**src/hdl/apf_pkg.sv**
```systemverilog
// Package with the types, constants and register codes of the all-pole filter.
package apf_pkg;

  localparam int MAX_ORDER_DEF = 6;
  localparam int CHANNELS_DEF  = 64;
  localparam int NUM_COEF      = 6;
  localparam int SAMPLE_W      = 16;
  localparam int CHAN_W        = 6;
  localparam int ORDER_W       = 3;
  localparam int ACC_W         = 36;
  localparam int FRAC_SHIFT    = 13;
  localparam int TDATA_W       = 24;
  localparam int ADDR_W        = 5;
  localparam int PDATA_W       = 32;

  typedef logic signed [SAMPLE_W-1:0] coef_t;

  typedef enum logic [2:0] {
    REG_ORDER = 3'd0,
    REG_COEF1 = 3'd1,
    REG_COEF2 = 3'd2,
    REG_COEF3 = 3'd3,
    REG_COEF4 = 3'd4,
    REG_COEF5 = 3'd5,
    REG_COEF6 = 3'd6
  } reg_idx_t;

  typedef enum logic [2:0] {
    S_CLEAR,
    S_IDLE,
    S_READ,
    S_MAC,
    S_ROUND
  } state_t;

  typedef struct packed {
    logic ready;
    logic load;
    logic rd;
    logic init;
    logic mac;
    logic finish;
    logic clr_wr;
  } cmd_t;

  typedef struct packed {
    logic clr_last;
    logic order_zero;
    logic tap_last;
    logic out_free;
  } sts_t;

endpackage

```
**src/hdl/apf_ctrl.sv**
```systemverilog
// Controller state machine that sequences the clearing pass and each sample.
module apf_ctrl (
  input  logic          clk,
  input  logic          rst,
  input  logic          s_tvalid,
  input  apf_pkg::sts_t sts,
  output apf_pkg::cmd_t cmd
);

  import apf_pkg::*;

  state_t state;
  state_t state_next;

  always_ff @(posedge clk) begin
    if (rst) begin
      state <= S_CLEAR;
    end else begin
      state <= state_next;
    end
  end

  always_comb begin
    state_next = state;
    case (state)
      S_CLEAR: begin
        if (sts.clr_last) state_next = S_IDLE;
      end
      S_IDLE: begin
        if (s_tvalid) state_next = S_READ;
      end
      S_READ: begin
        state_next = sts.order_zero ? S_ROUND : S_MAC;
      end
      S_MAC: begin
        if (sts.tap_last) state_next = S_ROUND;
      end
      S_ROUND: begin
        if (sts.out_free) state_next = S_IDLE;
      end
      default: begin
        state_next = S_CLEAR;
      end
    endcase
  end

  always_comb begin
    cmd = '0;
    case (state)
      S_CLEAR: begin
        cmd.clr_wr = 1'b1;
      end
      S_IDLE: begin
        cmd.ready = 1'b1;
        cmd.load  = s_tvalid;
      end
      S_READ: begin
        cmd.rd   = 1'b1;
        cmd.init = 1'b1;
      end
      S_MAC: begin
        cmd.mac = 1'b1;
      end
      S_ROUND: begin
        cmd.finish = sts.out_free;
      end
      default: begin
        cmd = '0;
      end
    endcase
  end

endmodule

```
**config.mk**
```make
export PLATFORM = sky130hd
export DESIGN_NAME = apf_ctrl
export DESIGN_NICKNAME = d
export VERILOG_FILES = /design/src/hdl/apf_pkg.sv /design/src/hdl/apf_ctrl.sv
export SDC_FILE = /design/constraint.sdc
export NUM_CORES = 1
export LEC_CHECK = 0
export ABC_AREA = 1
export BUFFER_PORTS_ARGS = -buffer_cell sky130_fd_sc_hd__buf_2
export CORE_AREA = 2 2 39 41
export DETAILED_ROUTE_END_ITERATION = 8
export DIE_AREA = 0 0 41 43
export PLACE_DENSITY = 0.42
export SYNTH_ARGS = -nofsm -noshare
export SYNTH_HDL_FRONTEND = slang
export SYNTH_SLANG_ARGS = --single-unit
```
**constraint.sdc**
```tcl
create_clock -name clk -period 1.1 [get_ports clk]
set_input_delay 0.22 -clock clk [delete_from_list [all_inputs] [get_ports clk]]
set_output_delay 0.22 -clock clk [all_outputs]
set_load 0.02 [all_outputs]
```
==> results.toml, run 1 <==
[route]
dr.pass1.iters = 1
initialDrtViolationCount = 0
dr_total_vias = 346
drc = 0
viasPerCell = 3.93
ant_nets = 0
drt-total-wl_um = 663
wire_per_inst_um = 7.53

[setup_path]
endpoint_kind = "output pin"
critPathLaunchType = "flip-flop"
crit_required_ns = 0.88
crit_fanout = 4
crit_type = "flip-flop to output pin"
arrival_ns = 1.10

[synth]
ys_types = 14
synth-xor-area-share_pct = 0
synth_compound_area_share_pct = 1.85
synth-edff-count = 0
synth_fa_ha_area_share_pct = 0
ys.flop_type = "dfxtp_1"
synthesis.nets = 55
synthSimpleGateAreaFrac_pct = 55.1
synth-seq-cells = 3
yosysWarnings = 0
ys_seq_area_share_pct = 22.2
avgSynthCellArea_um2 = 5.63
syn_inst = 48
muxShareOfSynthArea_pct = 0
synthesis.area_um2 = 270
synth_top_family_by_area = "simple AND/OR/NAND/NOR gates"
async_reset_ff_share_pct = 0

[finish]
drive_gt1_share_pct = 59.7
top_register = "state"
largest_reg_flops = 3
reg_top3 = "state (3)"
syn_to_final_growth_pct = 104
antennaDiodeCount = 0
nets = 80
final_common_cell = "nor2_1"
layout_common_cells = "nor2_1 (10), nand2_1 (8), buf_6 (8), buf_4 (8)"

[power_and_ir_drop]
p_leak_uw = 0.000288
irDropWorstVdd_uv = 600
fin_total_pwr_uw = 1390
cellPowerDensity_nw_per_um2 = 2530

[timing]
setup_ws_ns = -0.224
worst_pin_slew_ns = 0.183
hold_viol = 0
rsz0062_at_grt = "true"
finalCritPeriodShare_pct = 120
maxSlewViolCount = 0
hold_ws_ns = 0.245
slew_headroom_pct = 87.7
final-setup-viol-count = 10
period_needed_ns = 1.32
max_freq_mhz = 755
finClkSkew_ns = 0.00134

[die]
die-height_um = 43
io_pins = 14
start_util_pct = 19.5
die_w_um = 41
core-area_um2 = 1380
rows = 14
die-area_um2 = 1760

[hold_path]
hp-class = "primary input to flip-flop"

[clock_tree]
clk_pin_slew_worst_paths_ns = 0.03
clock_latency_ns = 0.23
cts_tree = "built"
cts_sinks = 3
clockBufferDepth = 2
h-tree-depth = 1
numCtsBuffers = 3
clockRootBuffer = "clkbuf_4"

[global_routing]
grt_overflow = 0
grt_antenna_before_repair = 0
grt_pass1_wl_um = 1210
track_usage_pct = 10.1
grt_max_degree = 7
grt_pass1_vias = 344

[status]
run_status = "finished with violations"
violations = "setup timing"

[placed_design]
dpl.hpwl_um = 519
io_buffers = 13
dp_slack_ns = -0.0425
place.gp.congestion = 0.626

[job]
maxCapViolCount = 0
## power by group
group | internal [uW] | switching [uW] | total, uW | leakage, uW
clock network | 136 | 51.9 | 187 | 0.0000150
logic | 469 | 511 | 980 | 0.000246
registers | 167 | 55.9 | 223 | 0.0000264
total | 772 | 619 | 1390 | 0.000288
## routing by layer
| metal | track usage (%) | routed length [um] | vias up |
|---|---|---|---|
| met1 | 9.97 | 241 | 153 |
| met5 | 0 | 0 | - |
| met3 | 1.57 | 19 | 0 |
| met4 | 8.00 | 0 | 0 |
| li1 | - | - | 187 |
| met2 | 17.2 | 402 | 6 |
## cell type report
cell class / instances / area, um2
fillers: 146 / 833
flip-flops and latches: 3 / 68.8
repair buffers: 22 / 180
clock buffers: 4 / 26.3
inverters: 10 / 45.0
multi-input cells: 33 / 210
well taps: 16 / 20.0
## final timing paths
path	startpoint	endpoint	slack (ns)	cells after the start
min reg2reg	state[0]	state[0]	0.53	2
max reg2reg	state[1]	state[1]	-0.07	10
min	rst	state[0]	0.25	4
max	state[0]	cmd[5]	-0.22	4
## worst max-delay path, cell delays in order (launching register included)
cell and delay (ns):
dfxtp_4 0.36, buf_6 0.11, inv_6 0.04, nor4_4 0.19, buf_4 0.17
## through the flow
| stage | TNS, ns | util [%] | cell area (um2) | instances |
|---|---|---|---|---|
| after floorplan | -0.110 | - | 299 | 48 |
| final | -1.31 | 39.8 | 551 | 88 |
| after global placement | -0.267 | 29.7 | 410 | 81 |
| after detailed placement | -0.203 | 29.7 | 410 | 81 |
| after CTS | -1.37 | 37.3 | 515 | 87 |
| after global routing | -2.20 | 39.8 | 551 | 88 |
## logic make-up (layout without fill, tap and decap cells)
family,after synthesis,count (layout)
flip-flops,3,3
buffers and inverters,12,36
AO/OA/AOI/OAI,1,1
AND/OR/NAND/NOR,32,32
## synth_stat cells (2+ instances only)
master,count,share of area [%]
nor2_1,11,15
inv_1,9,12
nand2_1,9,12
dfxtp_1,3,22
nand3_1,3,5.6
nor2_2,3,6.9
nand2_2,2,4.6
nor3_1,2,3.7
## timing repair
item / CTS / global route
pin swaps: 2 / 2
setup buffers: 2 / 1
hold endpoints to repair: 0 / 0
resized for setup: 22 / 8
endpoints found under the setup margin: 10 / 10
hold buffers: 0 / 0
Note: power is estimated with default switching activity, not from simulation.
==> inputs of run 2 (changes only) <==
SKIP_CTS_REPAIR_TIMING = 1   (was not set)
==> run 2 against run 1 <==
Effect of this change: the flow still finishes with violations (setup timing); register-to-register slack better by 0.06 ns; worst setup slack worse by 0.014 ns; wire length is 6.2% lower; clock power about the same; sequential cell count unchanged; combinational power decreased by 4.2%; fmax fell by 1.0%; critical path type unchanged.
==> results.toml, run 2 (synthesis gave the netlist of run 1 again) <==
[finish]
finish.utilization_pct = 38.1
drive_gt1_share_pct = 58.6
syn_to_final_growth_pct = 94.9
final_common_cell = "nor2_1"
multiInputGateArea_um2 = 205
top_register = "state"
n_fill_cell = 144
nets = 78
largest_reg_flops = 3
antennaDiodeCount = 0
layout_common_cells = "nor2_1 (10), nand2_1 (8), buf_6 (7), buf_4 (7)"
seq_area_um2 = 68.8
reg_top3 = "state (3)"

[setup_path]
crit_path_top_delay_cell = "dfxtp_4"
setup.worst_path.start = "state[1]"
critPathLaunchType = "flip-flop"
cp_cell_sequence = "buf_6, nor4_4, buf_4"
r2r_start = "state[0]"
r2r_end = "state[1]"
crit_fanout = 4
crit_required_ns = 0.88
arrival_ns = 1.12
endpoint_kind = "output pin"
rrSetupSlack_ns = -0.01
r2r_cells = 9
slowest_delay_ns = 0.35
crit_type = "flip-flop to output pin"

[timing]
period_needed_ns = 1.34
final-setup-viol-count = 10
worst_pin_slew_ns = 0.180
max_freq_mhz = 748
setup_ws_ns = -0.238
hold_ws_ns = 0.246
finalCritPeriodShare_pct = 122
hold_viol = 0
maxSlewViolCount = 0
finClkSkew_ns = 0.00134
rsz0062_at_grt = "true"
slew_headroom_pct = 87.9

[hold_path]
hold_start = "rst"
whs_endpoint = "state[0]"
hp-class = "primary input to flip-flop"
worstHoldPathCells = 4

[global_routing]
grt_use_met3_pct = 1.57
track_usage_pct = 8.73
grt_pass1_wl_um = 1040
grt_pass1_vias = 306
grt.busiest_layer = "met2"
grt_overflow = 0
grt_antenna_before_repair = 0
grt_max_degree = 7
globalRouteMet2Util_pct = 14.1
gr-usage-met1_pct = 8.68

[die]
rows = 14
die-height_um = 43
die_w_um = 41
io_pins = 14
die-area_um2 = 1760
core-area_um2 = 1380
start_util_pct = 19.5

[status]
violations = "setup timing"
run_status = "finished with violations"

[clock_tree]
clk_pin_slew_worst_paths_ns = 0.04
clockBufferDepth = 2
h-tree-depth = 1
clockRootBuffer = "clkbuf_4"
cts_tree = "built"
numCtsBuffers = 3
cts_sinks = 3
clock_latency_ns = 0.23

[route]
ant_nets = 0
dr.pass1.iters = 2
initialDrtViolationCount = 1
viasPerCell = 3.93
drt-total-wl_um = 622
wire_per_inst_um = 7.23
drc = 0
dr_total_vias = 338

[power_and_ir_drop]
cellPowerDensity_nw_per_um2 = 2560
p_leak_uw = 0.000276
irDropWorstVdd_uv = 576

[placed_design]
place.gp.congestion = 0.626
dpl.hpwl_um = 519
dp_slack_ns = -0.0425
io_buffers = 13

[job]
maxCapViolCount = 0
==> run 2: cell count changes in the layout (fill, tap and decap cells not counted), sizes merged <==
cell  previous run  this run
buf             22        20
==> run 2: cell type report <==
type | count | share of cell area, %
repair buffers | 20 | 30.6
multi-input cells | 33 | 39.0
well taps | 16 | 3.80
flip-flops and latches | 3 | 13.1
clock buffers | 4 | 4.99
inverters | 10 | 8.55
==> run 2: how the worst max path moves through the flow <==
stage / to / slack, ns / cells after the start
CTS: cmd[1] / -0.29 / 4
detailed placement: state[1] / -0.04 / 9
floorplan: cmd[5] / -0.05 / 2
global placement: state[2] / -0.07 / 9
finish: cmd[5] / -0.24 / 3
global route: cmd[5] / -0.30 / 3
==> run 2: per-layer routing <==
metal | share of wire [%] | vias up
met5 | 0 | -
met4 | 0 | 0
met3 | 3.1 | 0
met2 | 57 | 6
met1 | 40 | 146
li1 | - | 186
==> run 2: per-stage QoR <==
step,area [um2],cells,power (uW),TNS [ns]
3_3_place_gp,410,81,933,-0.267
5_1_grt,527,86,1490,-1.98
4_1_cts,437,85,1120,-1.80
2_1_floorplan,299,48,711,-0.110
3_5_place_dp,410,81,926,-0.203
6_report,527,86,1350,-1.19
==> run 2: power by group <==
group	switching, uW	leakage (uW)	internal (uW)	total (uW)
Sequential	56.5	0.0000264	167	224
Clock	51.8	0.0000150	136	187
Combinational	497	0.000234	442	939
==> run 2: worst max-delay path: cells and delay by family, from the launching register on <==
kind | cells | cell delay, ns
buffers and inverters | 2 | 0.30
DFF | 1 | 0.35
and+or+nand+nor | 1 | 0.23
